===== src/rtl/chfc_pkg.sv =====
package chfc_pkg;

  // control from the beat stage into the recogniser core
  typedef struct packed {
    logic byte_en;
    logic end_en;
  } step_t;

  typedef struct packed {
    logic [3:0] phase;
    logic [6:0] count;
  } tail_t;

  localparam logic [7:0] CH_DOLLAR = 8'h24;
  localparam logic [7:0] CH_COLON  = 8'h3a;
  localparam logic [7:0] CH_NL     = 8'h0a;
  localparam logic [7:0] CH_BANG   = 8'h21;
  localparam logic [7:0] CH_STAR   = 8'h2a;

  localparam logic [1:0] KIND_NONE = 2'd0;
  localparam logic [1:0] KIND_512  = 2'd1;
  localparam logic [1:0] KIND_256  = 2'd2;

  localparam logic [6:0] LEN_512     = 7'd86;
  localparam logic [6:0] LEN_256     = 7'd43;
  localparam logic [6:0] YES_SALT_MAX = 7'd86;
  localparam logic [6:0] YES_HASH_LEN = 7'd43;
  localparam logic [6:0] SHA_SALT_MAX = 7'd16;
  localparam logic [6:0] MD5_SALT_MAX = 7'd8;
  localparam logic [6:0] MD5_HASH_LEN = 7'd22;
  localparam logic [5:0] BC_HASH_LEN  = 6'd53;
  localparam logic [5:0] BC_COST_LEN  = 6'd2;
  localparam logic [6:0] SR_DIGIT_MAX = 7'd8;
  localparam logic [6:0] SR_DIGIT_MIN = 7'd3;
  localparam logic [3:0] DES_LEN      = 4'd13;

  localparam logic [2:0] DEAD3 = 3'd7;
  localparam logic [3:0] DEAD4 = 4'd15;

  localparam logic [2:0] YES_START  = 3'd0;
  localparam logic [2:0] YES_Y      = 3'd1;
  localparam logic [2:0] YES_SEP    = 3'd2;
  localparam logic [2:0] YES_PARAM0 = 3'd3;
  localparam logic [2:0] YES_PARAM  = 3'd4;
  localparam logic [2:0] YES_SALT   = 3'd5;
  localparam logic [2:0] YES_HASH   = 3'd6;

  localparam logic [2:0] BC_START   = 3'd0;
  localparam logic [2:0] BC_TWO     = 3'd1;
  localparam logic [2:0] BC_VARIANT = 3'd2;
  localparam logic [2:0] BC_SEP     = 3'd3;
  localparam logic [2:0] BC_COST    = 3'd4;
  localparam logic [2:0] BC_HASH    = 3'd5;

  localparam logic [2:0] SP_START = 3'd0;
  localparam logic [2:0] SP_KIND  = 3'd1;
  localparam logic [2:0] SP_SEP   = 3'd2;
  localparam logic [2:0] SP_SALT  = 3'd3;
  localparam logic [2:0] SP_HASH  = 3'd4;

  localparam logic [3:0] SR_START     = 4'd0;
  localparam logic [3:0] SR_KIND      = 4'd1;
  localparam logic [3:0] SR_SEP       = 4'd2;
  localparam logic [3:0] SR_LIT_FIRST = 4'd3;
  localparam logic [3:0] SR_LIT_LAST  = 4'd9;
  localparam logic [3:0] SR_LEAD      = 4'd10;
  localparam logic [3:0] SR_DIGITS    = 4'd11;
  localparam logic [3:0] SR_SALT      = 4'd12;
  localparam logic [3:0] SR_HASH      = 4'd13;

  localparam logic [2:0] MD_START = 3'd0;
  localparam logic [2:0] MD_ONE   = 3'd1;
  localparam logic [2:0] MD_SEP   = 3'd2;
  localparam logic [2:0] MD_SALT  = 3'd3;
  localparam logic [2:0] MD_HASH  = 3'd4;

  function automatic logic is_digit(input logic [7:0] c);
    return (c >= "0") && (c <= "9");
  endfunction

  function automatic logic is_cls(input logic [7:0] c);
    return (c == ".") || (c == "/") || ((c >= "A") && (c <= "Z")) ||
           ((c >= "a") && (c <= "z")) || is_digit(c);
  endfunction

  function automatic logic is_salt(input logic [7:0] c);
    return (c != CH_DOLLAR) && (c != CH_COLON) && (c != CH_NL);
  endfunction

  function automatic logic [6:0] sha_hash_len(input logic [1:0] kind);
    logic [6:0] len;
    case (kind)
      KIND_512: len = LEN_512;
      KIND_256: len = LEN_256;
      default:  len = 7'd0;
    endcase
    return len;
  endfunction

  // expected byte of the literal rounds= at a given phase
  function automatic logic [7:0] rounds_lit(input logic [3:0] ph);
    logic [7:0] c;
    case (ph)
      4'd3:    c = "r";
      4'd4:    c = "o";
      4'd5:    c = "u";
      4'd6:    c = "n";
      4'd7:    c = "d";
      4'd8:    c = "s";
      default: c = "=";
    endcase
    return c;
  endfunction

  // salt run, then '$', then a fixed-length hash run
  function automatic tail_t tail_step(input logic [3:0] ph, input logic [6:0] cnt,
                                      input logic [3:0] salt_ph, input logic [3:0] dead,
                                      input logic [6:0] smax, input logic [6:0] hlen,
                                      input logic salt_cls, input logic [7:0] c);
    tail_t r;
    logic in_set;
    r.phase = ph;
    r.count = cnt;
    in_set  = salt_cls ? is_cls(c) : is_salt(c);
    if (ph == salt_ph) begin
      if ((c == CH_DOLLAR) && (cnt != 7'd0)) begin
        r.phase = salt_ph + 4'd1;
        r.count = 7'd0;
      end else if (in_set && (cnt < smax)) begin
        r.count = cnt + 7'd1;
      end else begin
        r.phase = dead;
      end
    end else if (is_cls(c) && (cnt < hlen)) begin
      r.count = cnt + 7'd1;
    end else begin
      r.phase = dead;
    end
    return r;
  endfunction

endpackage


===== src/rtl/chfc_core.sv =====
module chfc_core (
  input  logic             clk,
  input  logic             rst_n,
  input  chfc_pkg::step_t  step,
  input  logic [7:0]       ch,
  output logic             ok
);

  logic       first_pending_r, first_pending_nxt;
  logic [1:0] body_length_r, body_length_nxt;
  logic       star_only_r, star_only_nxt;
  logic [2:0] yes_phase_r, yes_phase_nxt;
  logic [6:0] yes_count_r, yes_count_nxt;
  logic [2:0] bc_phase_r, bc_phase_nxt;
  logic [5:0] bc_count_r, bc_count_nxt;
  logic [1:0] sha_kind_r, sha_kind_nxt;
  logic [2:0] sp_phase_r, sp_phase_nxt;
  logic [6:0] sp_count_r, sp_count_nxt;
  logic [3:0] sr_phase_r, sr_phase_nxt;
  logic [6:0] sr_count_r, sr_count_nxt;
  logic [2:0] md_phase_r, md_phase_nxt;
  logic [4:0] md_count_r, md_count_nxt;
  logic [3:0] des_count_r, des_count_nxt;
  logic       des_dead_r, des_dead_nxt;

  logic [6:0]      hl;
  chfc_pkg::tail_t yes_t, sp_t, sr_t, md_t;

  assign hl = chfc_pkg::sha_hash_len(sha_kind_r);

  assign yes_t = chfc_pkg::tail_step({1'b0, yes_phase_r}, yes_count_r,
                                     {1'b0, chfc_pkg::YES_SALT}, {1'b0, chfc_pkg::DEAD3},
                                     chfc_pkg::YES_SALT_MAX, chfc_pkg::YES_HASH_LEN,
                                     1'b1, ch);
  assign sp_t  = chfc_pkg::tail_step({1'b0, sp_phase_r}, sp_count_r,
                                     {1'b0, chfc_pkg::SP_SALT}, {1'b0, chfc_pkg::DEAD3},
                                     chfc_pkg::SHA_SALT_MAX, hl, 1'b0, ch);
  assign sr_t  = chfc_pkg::tail_step(sr_phase_r, sr_count_r, chfc_pkg::SR_SALT,
                                     chfc_pkg::DEAD4, chfc_pkg::SHA_SALT_MAX, hl, 1'b0, ch);
  assign md_t  = chfc_pkg::tail_step({1'b0, md_phase_r}, {2'b00, md_count_r},
                                     {1'b0, chfc_pkg::MD_SALT}, {1'b0, chfc_pkg::DEAD3},
                                     chfc_pkg::MD5_SALT_MAX, chfc_pkg::MD5_HASH_LEN,
                                     1'b0, ch);

  always_comb begin
    ok = (body_length_r == 2'd0) ||
         ((body_length_r == 2'd1) && star_only_r) ||
         ((yes_phase_r == chfc_pkg::YES_HASH) && (yes_count_r == chfc_pkg::YES_HASH_LEN)) ||
         ((bc_phase_r == chfc_pkg::BC_HASH) && (bc_count_r == chfc_pkg::BC_HASH_LEN)) ||
         ((hl != 7'd0) && (sp_phase_r == chfc_pkg::SP_HASH) && (sp_count_r == hl)) ||
         ((hl != 7'd0) && (sr_phase_r == chfc_pkg::SR_HASH) && (sr_count_r == hl)) ||
         ((md_phase_r == chfc_pkg::MD_HASH) && (md_count_r == chfc_pkg::MD5_HASH_LEN[4:0])) ||
         (!des_dead_r && (des_count_r == chfc_pkg::DES_LEN));
  end

  always_comb begin
    first_pending_nxt = first_pending_r;
    body_length_nxt   = body_length_r;
    star_only_nxt     = star_only_r;
    yes_phase_nxt     = yes_phase_r;
    yes_count_nxt     = yes_count_r;
    bc_phase_nxt      = bc_phase_r;
    bc_count_nxt      = bc_count_r;
    sha_kind_nxt      = sha_kind_r;
    sp_phase_nxt      = sp_phase_r;
    sp_count_nxt      = sp_count_r;
    sr_phase_nxt      = sr_phase_r;
    sr_count_nxt      = sr_count_r;
    md_phase_nxt      = md_phase_r;
    md_count_nxt      = md_count_r;
    des_count_nxt     = des_count_r;
    des_dead_nxt      = des_dead_r;

    if (step.end_en) begin
      first_pending_nxt = 1'b1;
      body_length_nxt   = 2'd0;
      star_only_nxt     = 1'b0;
      yes_phase_nxt     = chfc_pkg::YES_START;
      yes_count_nxt     = 7'd0;
      bc_phase_nxt      = chfc_pkg::BC_START;
      bc_count_nxt      = 6'd0;
      sha_kind_nxt      = chfc_pkg::KIND_NONE;
      sp_phase_nxt      = chfc_pkg::SP_START;
      sp_count_nxt      = 7'd0;
      sr_phase_nxt      = chfc_pkg::SR_START;
      sr_count_nxt      = 7'd0;
      md_phase_nxt      = chfc_pkg::MD_START;
      md_count_nxt      = 5'd0;
      des_count_nxt     = 4'd0;
      des_dead_nxt      = 1'b0;
    end else if (step.byte_en) begin
      first_pending_nxt = 1'b0;
      // a bang as the very first byte is dropped
      if (!(first_pending_r && (ch == chfc_pkg::CH_BANG))) begin
        if (body_length_r == 2'd0) star_only_nxt = (ch == chfc_pkg::CH_STAR);
        if (body_length_r != 2'd2) body_length_nxt = body_length_r + 2'd1;

        if (sp_phase_r == chfc_pkg::SP_KIND) begin
          if (ch == "6")      sha_kind_nxt = chfc_pkg::KIND_512;
          else if (ch == "5") sha_kind_nxt = chfc_pkg::KIND_256;
          else                sha_kind_nxt = chfc_pkg::KIND_NONE;
        end

        // yescrypt
        unique case (yes_phase_r)
          chfc_pkg::YES_START:
            yes_phase_nxt = (ch == chfc_pkg::CH_DOLLAR) ? chfc_pkg::YES_Y : chfc_pkg::DEAD3;
          chfc_pkg::YES_Y:
            yes_phase_nxt = (ch == "y") ? chfc_pkg::YES_SEP : chfc_pkg::DEAD3;
          chfc_pkg::YES_SEP:
            yes_phase_nxt = (ch == chfc_pkg::CH_DOLLAR) ? chfc_pkg::YES_PARAM0
                                                        : chfc_pkg::DEAD3;
          chfc_pkg::YES_PARAM0:
            yes_phase_nxt = chfc_pkg::is_cls(ch) ? chfc_pkg::YES_PARAM : chfc_pkg::DEAD3;
          chfc_pkg::YES_PARAM: begin
            if (!chfc_pkg::is_cls(ch)) begin
              if (ch == chfc_pkg::CH_DOLLAR) begin
                yes_phase_nxt = chfc_pkg::YES_SALT;
                yes_count_nxt = 7'd0;
              end else begin
                yes_phase_nxt = chfc_pkg::DEAD3;
              end
            end
          end
          chfc_pkg::YES_SALT, chfc_pkg::YES_HASH: begin
            yes_phase_nxt = yes_t.phase[2:0];
            yes_count_nxt = yes_t.count;
          end
          default: yes_phase_nxt = chfc_pkg::DEAD3;
        endcase

        // bcrypt
        unique case (bc_phase_r)
          chfc_pkg::BC_START:
            bc_phase_nxt = (ch == chfc_pkg::CH_DOLLAR) ? chfc_pkg::BC_TWO : chfc_pkg::DEAD3;
          chfc_pkg::BC_TWO:
            bc_phase_nxt = (ch == "2") ? chfc_pkg::BC_VARIANT : chfc_pkg::DEAD3;
          chfc_pkg::BC_VARIANT:
            bc_phase_nxt = ((ch == "a") || (ch == "b") || (ch == "x") || (ch == "y"))
                           ? chfc_pkg::BC_SEP : chfc_pkg::DEAD3;
          chfc_pkg::BC_SEP: begin
            bc_phase_nxt = (ch == chfc_pkg::CH_DOLLAR) ? chfc_pkg::BC_COST : chfc_pkg::DEAD3;
            bc_count_nxt = 6'd0;
          end
          chfc_pkg::BC_COST: begin
            if (chfc_pkg::is_digit(ch) && (bc_count_r < chfc_pkg::BC_COST_LEN)) begin
              bc_count_nxt = bc_count_r + 6'd1;
            end else if ((ch == chfc_pkg::CH_DOLLAR) &&
                         (bc_count_r == chfc_pkg::BC_COST_LEN)) begin
              bc_phase_nxt = chfc_pkg::BC_HASH;
              bc_count_nxt = 6'd0;
            end else begin
              bc_phase_nxt = chfc_pkg::DEAD3;
            end
          end
          chfc_pkg::BC_HASH: begin
            if (chfc_pkg::is_cls(ch) && (bc_count_r < chfc_pkg::BC_HASH_LEN))
              bc_count_nxt = bc_count_r + 6'd1;
            else
              bc_phase_nxt = chfc_pkg::DEAD3;
          end
          default: bc_phase_nxt = chfc_pkg::DEAD3;
        endcase

        // sha without rounds=
        unique case (sp_phase_r)
          chfc_pkg::SP_START:
            sp_phase_nxt = (ch == chfc_pkg::CH_DOLLAR) ? chfc_pkg::SP_KIND : chfc_pkg::DEAD3;
          chfc_pkg::SP_KIND:
            sp_phase_nxt = ((ch == "5") || (ch == "6")) ? chfc_pkg::SP_SEP : chfc_pkg::DEAD3;
          chfc_pkg::SP_SEP: begin
            sp_phase_nxt = (ch == chfc_pkg::CH_DOLLAR) ? chfc_pkg::SP_SALT : chfc_pkg::DEAD3;
            sp_count_nxt = 7'd0;
          end
          chfc_pkg::SP_SALT, chfc_pkg::SP_HASH: begin
            sp_phase_nxt = sp_t.phase[2:0];
            sp_count_nxt = sp_t.count;
          end
          default: sp_phase_nxt = chfc_pkg::DEAD3;
        endcase

        // sha with rounds=
        unique case (sr_phase_r) inside
          chfc_pkg::SR_START:
            sr_phase_nxt = (ch == chfc_pkg::CH_DOLLAR) ? chfc_pkg::SR_KIND : chfc_pkg::DEAD4;
          chfc_pkg::SR_KIND:
            sr_phase_nxt = ((ch == "5") || (ch == "6")) ? chfc_pkg::SR_SEP : chfc_pkg::DEAD4;
          chfc_pkg::SR_SEP:
            sr_phase_nxt = (ch == chfc_pkg::CH_DOLLAR) ? chfc_pkg::SR_LIT_FIRST
                                                       : chfc_pkg::DEAD4;
          [chfc_pkg::SR_LIT_FIRST:chfc_pkg::SR_LIT_LAST]:
            sr_phase_nxt = (ch == chfc_pkg::rounds_lit(sr_phase_r)) ? sr_phase_r + 4'd1
                                                                     : chfc_pkg::DEAD4;
          chfc_pkg::SR_LEAD: begin
            sr_phase_nxt = ((ch >= "1") && (ch <= "9")) ? chfc_pkg::SR_DIGITS
                                                        : chfc_pkg::DEAD4;
            sr_count_nxt = 7'd0;
          end
          chfc_pkg::SR_DIGITS: begin
            if (chfc_pkg::is_digit(ch) && (sr_count_r < chfc_pkg::SR_DIGIT_MAX)) begin
              sr_count_nxt = sr_count_r + 7'd1;
            end else if ((ch == chfc_pkg::CH_DOLLAR) &&
                         (sr_count_r >= chfc_pkg::SR_DIGIT_MIN)) begin
              sr_phase_nxt = chfc_pkg::SR_SALT;
              sr_count_nxt = 7'd0;
            end else begin
              sr_phase_nxt = chfc_pkg::DEAD4;
            end
          end
          chfc_pkg::SR_SALT, chfc_pkg::SR_HASH: begin
            sr_phase_nxt = sr_t.phase;
            sr_count_nxt = sr_t.count;
          end
          default: sr_phase_nxt = chfc_pkg::DEAD4;
        endcase

        // md5
        unique case (md_phase_r)
          chfc_pkg::MD_START:
            md_phase_nxt = (ch == chfc_pkg::CH_DOLLAR) ? chfc_pkg::MD_ONE : chfc_pkg::DEAD3;
          chfc_pkg::MD_ONE:
            md_phase_nxt = (ch == "1") ? chfc_pkg::MD_SEP : chfc_pkg::DEAD3;
          chfc_pkg::MD_SEP: begin
            md_phase_nxt = (ch == chfc_pkg::CH_DOLLAR) ? chfc_pkg::MD_SALT : chfc_pkg::DEAD3;
            md_count_nxt = 5'd0;
          end
          chfc_pkg::MD_SALT, chfc_pkg::MD_HASH: begin
            md_phase_nxt = md_t.phase[2:0];
            md_count_nxt = md_t.count[4:0];
          end
          default: md_phase_nxt = chfc_pkg::DEAD3;
        endcase

        // des
        if (!des_dead_r && chfc_pkg::is_cls(ch) && (des_count_r < chfc_pkg::DES_LEN))
          des_count_nxt = des_count_r + 4'd1;
        else
          des_dead_nxt = 1'b1;
      end
    end
  end

  always_ff @(posedge clk) begin
    if (!rst_n) begin
      first_pending_r <= 1'b1;
      body_length_r   <= 2'd0;
      star_only_r     <= 1'b0;
      yes_phase_r     <= chfc_pkg::YES_START;
      yes_count_r     <= 7'd0;
      bc_phase_r      <= chfc_pkg::BC_START;
      bc_count_r      <= 6'd0;
      sha_kind_r      <= chfc_pkg::KIND_NONE;
      sp_phase_r      <= chfc_pkg::SP_START;
      sp_count_r      <= 7'd0;
      sr_phase_r      <= chfc_pkg::SR_START;
      sr_count_r      <= 7'd0;
      md_phase_r      <= chfc_pkg::MD_START;
      md_count_r      <= 5'd0;
      des_count_r     <= 4'd0;
      des_dead_r      <= 1'b0;
    end else begin
      first_pending_r <= first_pending_nxt;
      body_length_r   <= body_length_nxt;
      star_only_r     <= star_only_nxt;
      yes_phase_r     <= yes_phase_nxt;
      yes_count_r     <= yes_count_nxt;
      bc_phase_r      <= bc_phase_nxt;
      bc_count_r      <= bc_count_nxt;
      sha_kind_r      <= sha_kind_nxt;
      sp_phase_r      <= sp_phase_nxt;
      sp_count_r      <= sp_count_nxt;
      sr_phase_r      <= sr_phase_nxt;
      sr_count_r      <= sr_count_nxt;
      md_phase_r      <= md_phase_nxt;
      md_count_r      <= md_count_nxt;
      des_count_r     <= des_count_nxt;
      des_dead_r      <= des_dead_nxt;
    end
  end

  a_end_restarts: assert property (@(posedge clk) disable iff (!rst_n)
    step.end_en |=> (first_pending_r && (body_length_r == 2'd0) && !des_dead_r))
    else $error("state not cleared after end beat");

  a_body_sat: assert property (@(posedge clk) disable iff (!rst_n)
    body_length_r != 2'd3)
    else $error("body length ran past saturation");

  a_des_bound: assert property (@(posedge clk) disable iff (!rst_n)
    des_count_r <= chfc_pkg::DES_LEN)
    else $error("des count past its length");

  a_bc_bound: assert property (@(posedge clk) disable iff (!rst_n)
    bc_count_r <= chfc_pkg::BC_HASH_LEN)
    else $error("bcrypt count past its length");

  a_kind_once: assert property (@(posedge clk) disable iff (!rst_n)
    (step.byte_en && (sp_phase_r != chfc_pkg::SP_KIND)) |=> $stable(sha_kind_r))
    else $error("sha kind changed outside the kind byte");

endmodule


===== config.mk =====
export PLATFORM = sky130hd
export DESIGN_NAME = chfc_core
export DESIGN_NICKNAME = d
export VERILOG_FILES = /design/src/rtl/chfc_pkg.sv /design/src/rtl/chfc_core.sv
export SDC_FILE = /design/constraint.sdc
export NUM_CORES = 1
export LEC_CHECK = 0
export BUFFER_PORTS_ARGS = -buffer_cell sky130_fd_sc_hd__buf_2
export CAP_MARGIN = 40
export CORE_MARGIN = 3
export CORE_UTILIZATION = 35
export DETAILED_ROUTE_END_ITERATION = 16
export MAX_ROUTING_LAYER = met4
export PLACE_DENSITY_LB_ADDON = 0.15
export SYNTH_ARGS = -nofsm -noshare
export SYNTH_HDL_FRONTEND = slang
export SYNTH_SLANG_ARGS = --single-unit

===== constraint.sdc =====
create_clock -name clk -period 6 [get_ports clk]
set_input_delay 1.8 -clock clk [delete_from_list [all_inputs] [get_ports clk]]
set_output_delay 1.8 -clock clk [all_outputs]
set_load 0.005 [all_outputs]

Word-level counts from Yosys, hierarchy flattened --
Cells that the tools add are included. Widths: inputs -> output; s select.
Operators by class: add/subtract/negate cells 8, magnitude comparators 22, eq/ne operators 83, mux-type cells 70, bitwise operators 3, reductions and logical operators 88
Operators with widths (count):
- $eq 8x6->1 const B | 9
- $mux 7 | 10
- $mux 10 | 6
- $mux 3 | 17
- $pmux 7 s2 | 3
- $pmux 7 s6 | 1
- $logic_and 1x1->1 | 36
- $pmux 3 s6 | 2
- $eq 8x7->1 const B | 4
- $mux 8 | 4
- $ne 4x4->1 const B | 8
- $mux 6 | 5
- $mux 4 | 7
- $pmux 4 s7 | 1
- $reduce_bool 7->1 | 4
- $ne 3x3->1 const B | 9
- $reduce_and 5->1 | 5
- $eq 3x2->1 const B | 8
- $eq 4x4->1 const B | 6
- $pmux 3 s4 | 2
- $mux 11 | 2
- $add 7x1->7 const B | 3
- $eq 3x3->1 const B | 7
- $pmux 7 s3 | 1
- 55 further kinds | 114
Word-level totals: register bits after elaboration 59, bits of input ports 12, output and inout bits 1, word-level logic and storage cells 290

Depth between registers and ports, before layout --
Gate-level depths: netlist of the first run.
word-level depth 10, gate-level depth with buffers 10

Worst setup path after synthesis of the first run --
No wires, ideal clock.
kind input -> register, start point in ch[6], end point reg yes_count_r[5], arrival time 4.180 ns, required time 5.928 ns, path slack 1.749 ns, stages 9, cells stage by stage buf_2 > or4b_1 > buf_2 > or3_4 > buf_6 > a211o_1 > or3_4 > nor4b_2 > mux2i_1
Between the ends: longest elaborated chain between the ends 8
RTL lines:
- start: declaration | line chfc_core.sv:5 | input logic [7:0] ch,
- $ge 8x7->1, or another cell as far along | line chfc_pkg.sv:82 | return (c == ".") || (c == "/") || ((c >= "A") && (c <= "Z")) ||
- $logic_and 1x1->1 / $logic_or 1x1->1 (equally long branches) | line chfc_pkg.sv:82
- $logic_or 1x1->1 (2 in series) | line chfc_pkg.sv:82
- $logic_or 1x1->1 | line chfc_pkg.sv:83 | ((c >= "a") && (c <= "z")) || is_digit(c);
- $logic_and 1x1->1 (on tied branches) | line chfc_pkg.sv:129, chfc_pkg.sv:134
- $ne 4x4->1 (no line) / $ne 3x3->1 (equally long branches)
- $reduce_and 7->1 (no line)
- end signal: assignment | line chfc_core.sv:266 | yes_count_r <= yes_count_nxt;
- end: declaration | line chfc_core.sv:13 | logic [6:0] yes_count_r, yes_count_nxt;
Parallel ways exist; a longest one is shown, timed or not. A chain may end at the register's enable or synchronous reset.

Worst setup path after layout of the first run --
start point in ch[4], end point reg yes_count_r[6]
Same word-level chain as after synthesis.

==> results.md, run 1 <==
- Data on the critical path arrives at its endpoint at 4520 ps.
- The core region is 13,400 µm².
- The final layout contains routed wiring with a total length of 13,200 µm.
- The delay of the slowest critical-path stage is 660 ps.
- The worst path required time is 6220 ps.
- The Yosys warning count is 0.
- The async set-or-reset flop fraction in the synthesized netlist is 0%.
- Headroom to the max-slew limit came out at 40.5%.
- The clock passes through at most 2 buffers.
- Together, buffers and inverters on the worst path number 1.
- Setup repair after global routing left no endpoint under its margin.
- The number of nets in the finished design is 686.
- After global routing the overflow that remains totals 0.
- After clock tree synthesis, the setup repair step added 0 buffers.
- The length of the first detailed-routing pass in iterations is 5.
- Summing all non-filler instances in the final layout gives an area of 5310 µm².
- The cell count after synthesis is 641.
- The total DRC errors in the routed layout is 0.
- The commonest cells after synthesis are 59 x sky130_fd_sc_hd__dfxtp_1, 51 x sky130_fd_sc_hd__nand2_1, 49 x sky130_fd_sc_hd__nor2_1, 41 x sky130_fd_sc_hd__a21oi_1, 39 x sky130_fd_sc_hd__inv_1.
- The final critical path takes up 71.8% of the cycle.
- The summed instance area of the synthesized netlist is 4860 µm².
- The initial antenna violation count was 0.
- After synthesis, the netlist uses 70 different library cells.
- The total number of clock tree sinks is 59.
- The static power due to leakage is 1.85 nW.
- After synthesis the netlist holds a flip-flop and latch count of 59.
- The post-route netlist has 6.88% of its cells at a drive strength greater than 1.
- The total power divided by cell area is 189 nW/µm².
- The count of buffers inserted at the top-level ports is 12.
- Based on the critical path, the design can be clocked at up to 232 MHz.
- The full die area is 15,300 µm².
- For the pin with the worst max-slew slack, the measured transition is 892 ps.
- The average size of a mapped cell is 7.58 µm².
- The signal on the critical path passes through buf_2 -> or4b_1 -> or3_4 -> a211oi_2 -> a31oi_1 -> and4_1 -> a32o_1.
- The via density per instance is 5.92.
- From synthesis to final layout, the design area changed by 9.22%.
- The critical path endpoint category is a register.
- Row generation in the floorplan step produced 42 rows.
- The post-cts hold buffer count is 0.
- The combined area of the multi-input logic cells is 3390 µm².
- Registers take 1180 µm².
- On the critical path, the stage with the largest delay is an instance of sky130_fd_sc_hd__or4b_1.
- The HPWL after detailed placement is 9610 µm.
- By area the synthesized netlist is led by sky130_fd_sc_hd__dfxtp_1 24%, sky130_fd_sc_hd__ha_1 9.8%, sky130_fd_sc_hd__a21oi_1 4.2%, sky130_fd_sc_hd__nand2_1 3.9%, sky130_fd_sc_hd__nor2_1 3.8%.
- At the end of the flow the core is filled with cells to 39.6%.
- The cell count of the worst reg-to-reg path is 10.
- The total via count after detailed routing is 4,831.
- The most instantiated library cell after synthesis is sky130_fd_sc_hd__dfxtp_1.
- The run finished with clean final reports.
- In this run, CTS created clock tree buffers numbering 9.
- Global routing used 18.3% of the available tracks.
- In this run the horizontal extent of the chip is 124 µm.
- The clock transition at the registers of the reported paths is 50 ps.
- The number of global-route vias before repair is 4,467.
- The tightest min-delay check is of the register to register type.
- In this run the number of cells on the critical path is 7.
- Across all register-to-register paths, the minimum setup slack is 3020 ps.
- The leading area contributor after synthesis is sky130_fd_sc_hd__dfxtp_1.
- Once the floorplan was initialized, standard cells occupied 36.2% of the core.
- The maximum vdd ir drop is 0.000138 V.
- After filler insertion, the fill cell instance count of the layout stands at 1,405.
- The repair_antennas step left the layout with diodes totalling 0.
- After detailed placement, the total cell area comes to 5040 µm².
- The clock latency reported for the late side of the worst-skew pair is 330 ps.
- The routability congestion estimate is 0.864.
- In this run the critical register-to-register path is captured at sp_count_r[6]$_SDFFE_PP0P_.
- The total count of hold-check failures in the final report is 0.
- The startpoint identified for the worst register-to-register timing path is sha_kind_r[0]$_SDFFE_PP0P_.
- The share of the Yosys chip area taken by registers is 24.3%.
- After synthesis, the largest area contributor takes up 24.3% of total cell area.
- The most critical setup path has its startpoint at ch[4].
- Measured along the y axis, the die boundary spans 124 µm.
- The critical path capture point is yes_count_r[6]$_SDFFE_PP0P_.
- The kind of cell with the highest combined delay on the critical path is simple AND/OR/NAND/NOR gates.
- The first global-routing pass estimated 21,800 µm of wire.
- The clock period could shrink to 4310 ps.
- In this run, synthesis inferred 0 flip-flops with an integrated enable.
- The count of cells resized by post-cts repair is 0.
- The kind of start point of the critical path is an input pin.
- The number of pins exceeding their max-slew limit in the final report is 0.
- The routed wire length per instance is 16.2 µm.
- For this block, the initial DRC count from the detailed router was 288.
- The final clock skew is 6.05 ps.
- Max-cap violations in this run came to 0.
- The critical path class is input pin to register.
- The final sum of negative setup slack is 0 ps.
- The H-tree was split into 3 levels.
- The number of setup violations in the final report is 0.
- The main flop type after synthesis is sky130_fd_sc_hd__dfxtp_1.
- The TritonCTS clock tree is yes.
- The synthesized net count is 691.
- The cell at the root of the clock tree is sky130_fd_sc_hd__clkbuf_16.
- In this run the count of I/O pins placed on the die edge is 13.
- Along the worst path, the maximum fanout reaches 12.
- The count of nets left with antenna violations once routing finished came out at 0.
- Entering global routing, the biggest net connects 26 pins.
## metal layers
layer | part of all wire, % | vias to the layer above | global-route usage [%]
met5 | 0 | - | -
met4 | 1.4 | 0 | 6.99
met3 | 4.8 | 16 | 3.41
met2 | 47 | 141 | 28.7
met1 | 47 | 2284 | 23.5
li1 | - | 2390 | -
## sequential cells by signal, indices dropped and copies added (netlist names)
name	count
yes_phase_r	3
sr_phase_r	4
yes_count_r	7
md_count_r	5
body_length_r	2
des_dead_r	1
des_count_r	4
sr_count_r	7
sp_count_r	7
bc_count_r	6
md_phase_r	3
sp_phase_r	3
star_only_r	1
sha_kind_r	2
bc_phase_r	3
first_pending_r	1
## cell type report
type	instances	area share [%]
clock buffers	12	4.65
well taps	176	4.15
inverters	39	2.76
clock inverters	3	0.283
repair buffers	19	2.05
flip-flops and latches	59	22.3
multi-input cells	508	63.8
## cell usage in the layout (no fill, tap or decap), drive strengths merged, types with 5 or more instances in the layout
master	count
a211o	5
and3	9
nand2b	18
a31oi	13
or3	11
o21ai	36
nand3	21
nor2b	10
xnor2	6
clkbuf	12
nor4	11
nor3	26
mux2i	12
nand3b	5
a21oi	41
o311ai	7
nand2	51
buf	19
o211ai	13
a211oi	14
dfxtp	59
nor4b	5
a311oi	5
o21a	6
a21boi	7
ha	38
nor2	49
o31ai	8
nand4	9
inv	39
## power by group
group	switching (W)	internal [W]
sequential	0.0000136	0.000400
clock	0.000177	0.000286
combinational	0.0000830	0.0000464
## worst min path at each step
stage / from / to / cells past startpoint
3_3_place_gp: first_pending_r$_SDFFE_PP1P_ / first_pending_r$_SDFFE_PP1P_ / 2
4_1_cts: star_only_r$_SDFFE_PP0P_ / star_only_r$_SDFFE_PP0P_ / 2
3_5_place_dp: star_only_r$_SDFFE_PP0P_ / star_only_r$_SDFFE_PP0P_ / 2
2_1_floorplan: star_only_r$_SDFFE_PP0P_ / star_only_r$_SDFFE_PP0P_ / 2
6_report: star_only_r$_SDFFE_PP0P_ / star_only_r$_SDFFE_PP0P_ / 2
5_1_grt: star_only_r$_SDFFE_PP0P_ / star_only_r$_SDFFE_PP0P_ / 2
## kinds of logic after synthesis
logic type,share of synthesized area (%)
AOI/OAI and AO/OA,28.1
xor gates and xnor gates,1.80
adders and majority gates,9.79
buffers and inverters,5.95
DFF,24.3
muxes,2.47
and+or+nand+nor,27.5
## tightest hold or removal path: stages (launching register included)
cell and delay (ps):
sky130_fd_sc_hd__dfxtp_1 310, sky130_fd_sc_hd__nand2_1 50, sky130_fd_sc_hd__a21oi_1 50
## through the flow
step,setup slack [ps],power (W),hold WS (ps),instances
floorplan,1750,0.000512,430,641
global placement,1520,0.000546,454,799
detailed placement,1380,0.000548,459,801
CTS,1740,0.00102,467,816
global route,1540,0.00105,498,816
finish,1690,0.00101,464,816
Note: power is estimated with default switching activity, not from simulation.
==> run 2, diff against run 1 <==
--- a/config.mk
+++ b/config.mk
@@ -5,6 +5,7 @@
 export SDC_FILE = /design/constraint.sdc
 export NUM_CORES = 1
 export LEC_CHECK = 0
+export ABC_AREA = 1
 export BUFFER_PORTS_ARGS = -buffer_cell sky130_fd_sc_hd__buf_2
 export CAP_MARGIN = 40
 export CORE_MARGIN = 3
==> constraint.sdc (replaced) <==
create_clock -name clk -period 4.1 [get_ports clk]
set_input_delay 1.23 -clock clk [delete_from_list [all_inputs] [get_ports clk]]
set_output_delay 1.23 -clock clk [all_outputs]
set_load 0.005 [all_outputs]
==> results.md, run 2 <==
- The count of buffers inserted at the top-level ports is 12.
- In this run, synthesis inferred 0 flip-flops with an integrated enable.
- The post-CTS setup buffer count is 0.
- A synthesized cell averages 6.15 µm².
- Net switching is 29.0% of the power.
- The count of non-filler cells in the finished layout is 1,018.
- The total count of hold-check failures in the final report is 0.
- The initial antenna violation count is 0.
- The total wirelength of the detailed-routed design is 13,100 µm.
- The largest registers in the layout are sp_count_r x7, sr_count_r x7, yes_count_r x7.
- Counting instances in the post-synthesis netlist gives the leading cell types as 190 x sky130_fd_sc_hd__nand2_1, 125 x sky130_fd_sc_hd__nor2_1, 98 x sky130_fd_sc_hd__inv_1, 69 x sky130_fd_sc_hd__nand3_1, 60 x sky130_fd_sc_hd__a21oi_1.
- During synthesis, Yosys emitted a total of 0 warnings.
- The overall track demand over capacity in global routing is 17.6%.
- After routing the design area is 5570 µm².
- For the finished layout, the period the worst path requires is 3640 ps.
- Entering global routing, the biggest net connects 31 pins.
- The congestion estimate from routability-driven global placement came to 0.854.
- The number of global-route vias before repair came to 4,720.
- For this run, global-route usage on met2 was measured as 25.7%.
- For the pin with the worst max-slew slack, the measured transition is 737 ps.
- Tracing the worst setup path back leads to its startpoint at sha_kind_r[0]$_SDFFE_PP0P_.
- The clock group share of total power is 46.8%.
- The relative area change from synthesis to final layout is 9.98%.
- The main flop type after synthesis is sky130_fd_sc_hd__dfxtp_1.
- The static power due to leakage is 2.45 nW.
- The number of nets in the finished design is 883.
- Summed over all layers, the global routing overflow is 0.
- The number of maximum-capacitance violations is 0.
- The final sum of negative setup slack is 0 ps.
- Summed over its instances, the top area cell type makes up 23.3% of the synthesized netlist area.
- Setup violations remaining at the end of the flow were counted as 0.
- STA classifies the critical path startpoint as a register.
- The cell area reported after detailed placement is 5280 µm².
- Between clock sinks in the finished design, the worst skew comes to 5.66 ps.
- The total DRC errors in the routed layout is 0.
- Walking the worst path, the cells encountered are inv_1 -> ha_1 -> inv_1 -> ha_1 -> and3_1 -> nand3_1 -> o2111ai_1 -> a2111o_1 -> buf_2.
- The most instantiated library cell after synthesis is sky130_fd_sc_hd__nand2_1.
- In the final layout, the share of cells above drive strength 1 is 8.35%.
- Timing would allow up to 275 MHz.
- The filler cells instantiated in the layout total 1,515.
- The cell count after synthesis is 824.
- Along the worst path, the maximum fanout reaches 4.
- The count of nets left with antenna violations once routing finished came out at 0.
- Sequential cells account for 37.3% of the total power.
- The total power divided by cell area is 292 nW/µm².
- The slowest library cell on the worst path is sky130_fd_sc_hd__a2111o_1.
- The die span in y is 126 µm.
- In this run the standard cell core region covers 14,000 µm².
- 0 antenna diodes ended up in the layout.
- In this run, CTS created clock tree buffers numbering 9.
- After clock tree synthesis, the clock-pin slew on the worst setup and hold paths is 50 ps.
- The H-tree was split into 3 levels.
- In this run, post-CTS hold repair placed 0 buffers.
- The number of pins exceeding their max-slew limit in the final report came to 0.
- The largest single stage delay on the critical path is 370 ps.
- The type of the worst min-delay path is register to register.
- The cell family contributing the most delay on the critical path is compound AO/OA/AOI/OAI gates.
- The HPWL after detailed placement is 9800 µm.
- Measured against its own limit, the worst slew margin works out to 50.8%.
- The via density per instance is 5.02.
- The critical path is of the register to output port type.
- The routed wire length per instance is 12.8 µm.
- In the post-synthesis netlist, the biggest area contributors are sky130_fd_sc_hd__dfxtp_1 23%, sky130_fd_sc_hd__nand2_1 14%, sky130_fd_sc_hd__ha_1 9.4%, sky130_fd_sc_hd__nor2_1 9.3%, sky130_fd_sc_hd__inv_1 7.3%.
- The count of cells resized by post-cts repair is 0.
- The data arrival time at the worst-slack endpoint is 2410 ps.
- After synthesis, the netlist uses 45 different library cells.
- The summed instance area of the synthesized netlist is 5070 µm².
- The final cycle utilization of the critical path is 88.7%.
- In the global route stage, met3 resource usage came out at 3.07%.
- The synthesized design contains 59 register bits.
- Clock tree synthesis selected as its root buffer the cell sky130_fd_sc_hd__clkbuf_16.
- The first-pass GRT wire length is 22,600 µm.
- The startpoint identified for the worst hold timing path is des_count_r[3]$_SDFFE_PP0P_.
- The most crowded layer after global routing is met2.
- The full die area is 16,000 µm².
- The die is 126 µm wide.
- The synthesized net count is 874.
- The area used by sequential logic in the layout is 1180 µm².
- The portion of the post-synthesis area used by sequential elements is 23.3%.
- Across all layers, the routed design uses 5,108 vias.
- The leading area contributor after synthesis is sky130_fd_sc_hd__dfxtp_1.
- In this run the core area contains 43 standard-cell rows.
- The internal power contribution is 0.00116 W.
- The run finished with clean final reports.
- The DRC marker count from the first detailed-route iteration is 389.
- The number of buffers and inverters on the critical path is 3.
- VDD sags by at most 0.000191 V.
- Of all flip-flops after synthesis, the portion carrying an async set or reset was 0%.
- Summing all multi-input logic gate instances after layout gives 3400 µm².
- Once the floorplan was initialized, standard cells occupied 36.1% of the core.
- Pin placement for this block handled 13 I/O pins.
- Leaving out fill and tap cells, the most frequent cell in the layout is sky130_fd_sc_hd__nand2_1.
- The maximum number of buffers from clock root to sink is 2.
- Setup repair after global routing left no endpoint under its margin.
- The switching component of the power is 0.000472 W.
- Counting every sink on the clock net gives 59.
- The worst path required time is 2870 ps.
- The length of the first detailed-routing pass in iterations is 5.
- At the later pin of the worst-skew pair, clock insertion delay measures 340 ps.
- The critical path endpoint category is an output port.
- Once placement completed, the tool counted placed cells totaling 1,002.
- The library cells used most frequently in the layout, excluding fill and tap cells, are 190 x sky130_fd_sc_hd__nand2_1, 124 x sky130_fd_sc_hd__nor2_1, 98 x sky130_fd_sc_hd__inv_1.
- The startpoint identified for the worst register-to-register timing path is sr_phase_r[0]$_SDFFE_PP0P_.
- In this run, the combinational gates consume 16.0% of the power.
- TritonCTS built the clock tree.
- The met1 routing resource usage after global routing is 24.7%.
-- run 2: cell count changes after synthesis, moves of 10 or more --
cell / previous run / this run
sky130_fd_sc_hd__a21oi_1: 41 / 60
sky130_fd_sc_hd__a31oi_1: 13 / 3
sky130_fd_sc_hd__clkbuf_1: 29 / 7
sky130_fd_sc_hd__inv_1: 39 / 98
sky130_fd_sc_hd__mux2i_1: 12 / 0
sky130_fd_sc_hd__nand2_1: 51 / 190
sky130_fd_sc_hd__nand2_2: 0 / 10
sky130_fd_sc_hd__nand2b_1: 18 / 0
sky130_fd_sc_hd__nand3_1: 21 / 69
sky130_fd_sc_hd__nor2_1: 49 / 125
sky130_fd_sc_hd__nor2b_1: 10 / 0
sky130_fd_sc_hd__nor3_1: 26 / 13
sky130_fd_sc_hd__o21ai_1: 0 / 13
sky130_fd_sc_hd__xor2_1: 4 / 14
-- run 2: kinds of logic (layout without fill, tap and decap cells) --
logic type,count (synthesis),in the layout,synth area share (%)
flip-flops,59,59,23.3
adder cells (fa/ha/maj),38,38,9.38
buffers and inverters,122,136,9.60
XOR/XNOR,19,19,3.28
AND/OR/NAND/NOR,444,444,38.6
AO/OA/AOI/OAI,142,142,15.9
-- run 2: layout make-up --
class	count	share of cell area, %
multi-input combinational	643	61.0
sequential	59	21.2
inverter	107	7.21
clock buffer	11	4.36
tap	180	4.04
timing repair buffer	13	1.21
clock inverter	5	0.943
-- run 2: path summary, 6_finish.rpt --
path	end	slack, ps	cells past startpoint
worst min-delay path	des_count_r[3]$_SDFFE_PP0P_	460	2
worst max-delay path	ok	460	9
worst max register to register	sr_phase_r[1]$_SDFFE_PP0P_	1690	14
worst min register to register	des_count_r[3]$_SDFFE_PP0P_	460	2
-- run 2: routing by layer --
layer | share of wire [%] | wire, µm
met5 | 0 | 0
met4 | 1.4 | 186
met1 | 51 | 6640
met3 | 4.2 | 545
met2 | 44 | 5690
-- run 2: power by group through the flow --
stage / sequential [W] / combinational (W) / clock (W)
finish: 0.000606 / 0.000260 / 0.000761
global route: 0.000609 / 0.000303 / 0.000809
CTS: 0.000606 / 0.000260 / 0.000784
detailed placement: 0.000618 / 0.000259 / 0
global placement: 0.000619 / 0.000263 / 0
floorplan: 0.000612 / 0.000203 / 0
-- run 2: worst register-to-register path, stage by stage (launching register included) --
cell	delay (ps)
sky130_fd_sc_hd__dfxtp_1	390
sky130_fd_sc_hd__inv_1	100
sky130_fd_sc_hd__ha_1	270
sky130_fd_sc_hd__nand3_1	130
sky130_fd_sc_hd__nand2_1	140
sky130_fd_sc_hd__nor2_1	210
sky130_fd_sc_hd__nand2_1	190
sky130_fd_sc_hd__nand2_1	100
sky130_fd_sc_hd__nand2_1	50
sky130_fd_sc_hd__nand2_1	50
sky130_fd_sc_hd__inv_1	30
sky130_fd_sc_hd__nor2_1	340
sky130_fd_sc_hd__nand3b_1	140
sky130_fd_sc_hd__nand2_1	80
sky130_fd_sc_hd__a21oi_1	70
-- run 2: through the flow --
| step | utilization [%] | total power [W] | hold WS [ps] | setup slack (ps) |
|---|---|---|---|---|
| 2_1_floorplan | - | 0.000814 | 439 | 1330 |
| 6_report | 39.7 | 0.00163 | 464 | 463 |
| 5_1_grt | 39.7 | 0.00172 | 485 | 337 |
| 3_5_place_dp | 37.6 | 0.000877 | 462 | 684 |
| 3_3_place_gp | 37.6 | 0.000882 | 461 | 760 |
| 4_1_cts | 39.7 | 0.00165 | 470 | 464 |
==> run 3, diff against run 2 <==
--- a/config.mk
+++ b/config.mk
@@ -12,7 +12,7 @@
 export CORE_UTILIZATION = 35
 export DETAILED_ROUTE_END_ITERATION = 16
 export MAX_ROUTING_LAYER = met4
-export PLACE_DENSITY_LB_ADDON = 0.15
+export PLACE_DENSITY = 0.53
 export SYNTH_ARGS = -nofsm -noshare
 export SYNTH_HDL_FRONTEND = slang
 export SYNTH_SLANG_ARGS = --single-unit
==> results.md, run 3 (same netlist as run 2, synthesis figures left out) <==
- The flow ran to the end, and the final reports show no timing, DRC or antenna violations.
- The number of global-route vias before repair is 4,539.
- In the final timing run, aggregate negative setup slack is 0 ps.
- The power after layout is 0.00156 W.
- In this run the core area contains 43 standard-cell rows.
- The clock transition at the registers of the reported paths is 50 ps.
- The maximum number of buffers from clock root to sink is 2.
- The final cycle utilization of the critical path is 89.2%.
- The width of the chip is 126 µm.
- The core region is 14,000 µm².
- In this run the tightest slew margin relative to its limit is 50.5%.
- Pin placement for this block handled 13 I/O pins.
- The via density per instance is 5.04.
- The initial antenna violation count came to 0.
- The number of maximum-capacitance violations is 0.
- Once layout is complete, the utilization of the core stands at 39.4%.
- The worst setup path is launched from a register.
- The worst path required time is 2870 ps.
- At the later pin of the worst-skew pair, clock insertion delay measures 340 ps.
- The number of antenna diodes in the final layout is 0.
- CTS placed an instance of sky130_fd_sc_hd__clkbuf_16 at the clock tree root.
- The count of buffers inserted at the top-level ports is 12.
- In the final layout, the share of cells above drive strength 1 is 8.12%.
- The length of the first detailed-routing pass in iterations is 5.
- The final critical delay including setup and external delays is 3660 ps.
- The die covers 16,000 µm².
- The maximum clock frequency is 273 MHz.
- The die is 126 µm tall.
- The pin count of the biggest net entering global routing is 31.
- The number of H-tree branching levels is 3.
- The overall track demand over capacity in global routing is 17.2%.
- Clock skew on the completed layout was measured at 5.36 ps.
- For this design, the sink count on the clock tree is 59.
- The TritonCTS clock tree is yes.
- The count of cells resized by post-cts repair is 0.
- Leaving out fill and tap cells, the most frequent cell in the layout is sky130_fd_sc_hd__nand2_1.
- The data arrival time at the worst-slack endpoint is 2430 ps.
- The post-cts hold buffer count is 0.
- The maximum vdd ir drop is 0.000192 V.
- The number of pins exceeding their max-slew limit in the final report is 0.
- At the end of routability-driven placement, the weighted congestion stood at 0.869.
- The static power due to leakage is 2.44 nW.
- The total wirelength of the detailed-routed design is 13,000 µm.
- The largest registers in the layout are sp_count_r x7, sr_count_r x7, yes_count_r x7.
- At the pin with the least slew margin, the transition time is 742 ps.
- Once detail routing completed, the nets flagged for antenna violations numbered 0.
- Setup repair after global routing left no endpoint under its margin.
- For this run, design rule violations remaining after detail routing come to 0.
- Clock tree synthesis inserted a total of 9 buffers.
- The initial utilization of the core area, before any placement, comes to 36.1%.
- The first-pass GRT wire length is 22,000 µm.
- The number of setup buffers added after CTS is 0.
- The critical path in this run is classified as register to output port.
- The count of fill cells added during filler insertion is 1,487.
- In the layout the commonest cells are 190 x sky130_fd_sc_hd__nand2_1, 124 x sky130_fd_sc_hd__nor2_1, 98 x sky130_fd_sc_hd__inv_1.
- The HPWL after detailed placement is 9670 µm.
- The total count of hold-check failures in the final report is 0.
- Dividing total power by cell area gives a power density of 281 nW/µm².
- The type of the worst min-delay path is register to register.
- At the end of the flow, the number of nets in the layout was 883.
- The total overflow left after global routing is 0.
- From synthesis to final layout, the design area changed by 9.31%.
- In the final routed layout, each cell accounts on average for 12.8 µm.
- The first routing iteration left 375 violations.
- The worst setup path is captured at an output port.
- The total via count after detailed routing is 5,122.
- In this run the worst path has a maximum fanout of 6.
- Setup violations remaining at the end of the flow were counted as 0.
==> run 3: changes by cell type in the layout (fill, tap and decap cells not counted), sizes merged <==
cell,delta
bufinv,-1
clkbuf,+1
clkinvlp,-1
==> run 3: worst max-delay path: stages, from the launching register on <==
cell,delay [ps]
sky130_fd_sc_hd__dfxtp_1,320
sky130_fd_sc_hd__inv_1,60
sky130_fd_sc_hd__ha_1,170
sky130_fd_sc_hd__inv_1,200
sky130_fd_sc_hd__ha_1,300
sky130_fd_sc_hd__and3_1,200
sky130_fd_sc_hd__nand3_1,140
sky130_fd_sc_hd__o2111ai_1,190
sky130_fd_sc_hd__a2111o_1,360
sky130_fd_sc_hd__buf_2,140
==> run 3: per-layer routing <==
| layer | track usage (%) | share of wire (%) |
|---|---|---|
| met4 | 4.67 | 1.5 |
| met5 | - | 0 |
| met1 | 23.7 | 51 |
| met3 | 4.29 | 3.9 |
| met2 | 25.2 | 44 |
==> run 3: path summary, 6_finish.rpt <==
check,start,to,slack [ps],depth (start not counted)
max,sha_kind_r[1]$_SDFFE_PP0P_,ok,440,9
min,des_count_r[3]$_SDFFE_PP0P_,des_count_r[3]$_SDFFE_PP0P_,470,2
max reg2reg,sha_kind_r[1]$_SDFFE_PP0P_,sr_count_r[1]$_SDFFE_PP0P_,1700,12
min reg2reg,des_count_r[3]$_SDFFE_PP0P_,des_count_r[3]$_SDFFE_PP0P_,470,2
==> run 3: final cells by class <==
class	count	area, µm²	share of cell area [%]
Multi-Input combinational cell	643	3400	61.4
Sequential cell	59	1180	21.3
Clock buffer	12	246	4.45
Clock inverter	3	15.0	0.271
Tap cell	180	225	4.07
Timing Repair Buffer	13	67.6	1.22
Inverter	107	402	7.25
==> run 3: power breakdown <==
group | switching (W) | leakage, nW | total, W | internal [W]
sequential | 0.0000178 | 0.479 | 0.000607 | 0.000589
clock | 0.000270 | 0.132 | 0.000689 | 0.000419
combinational | 0.000177 | 1.82 | 0.000260 | 0.0000831
total | 0.000465 | 2.44 | 0.00156 | 0.00109
==> run 3: through the flow <==
stage / worst slack [ps] / area [µm²] / cells / hold slack [ps]
2_1_floorplan: 1330 / 5070 / 824 / 439
3_3_place_gp: 745 / 5280 / 1002 / 458
3_5_place_dp: 706 / 5280 / 1002 / 461
4_1_cts: 449 / 5540 / 1017 / 469
5_1_grt: 269 / 5540 / 1017 / 505
6_report: 442 / 5540 / 1017 / 473
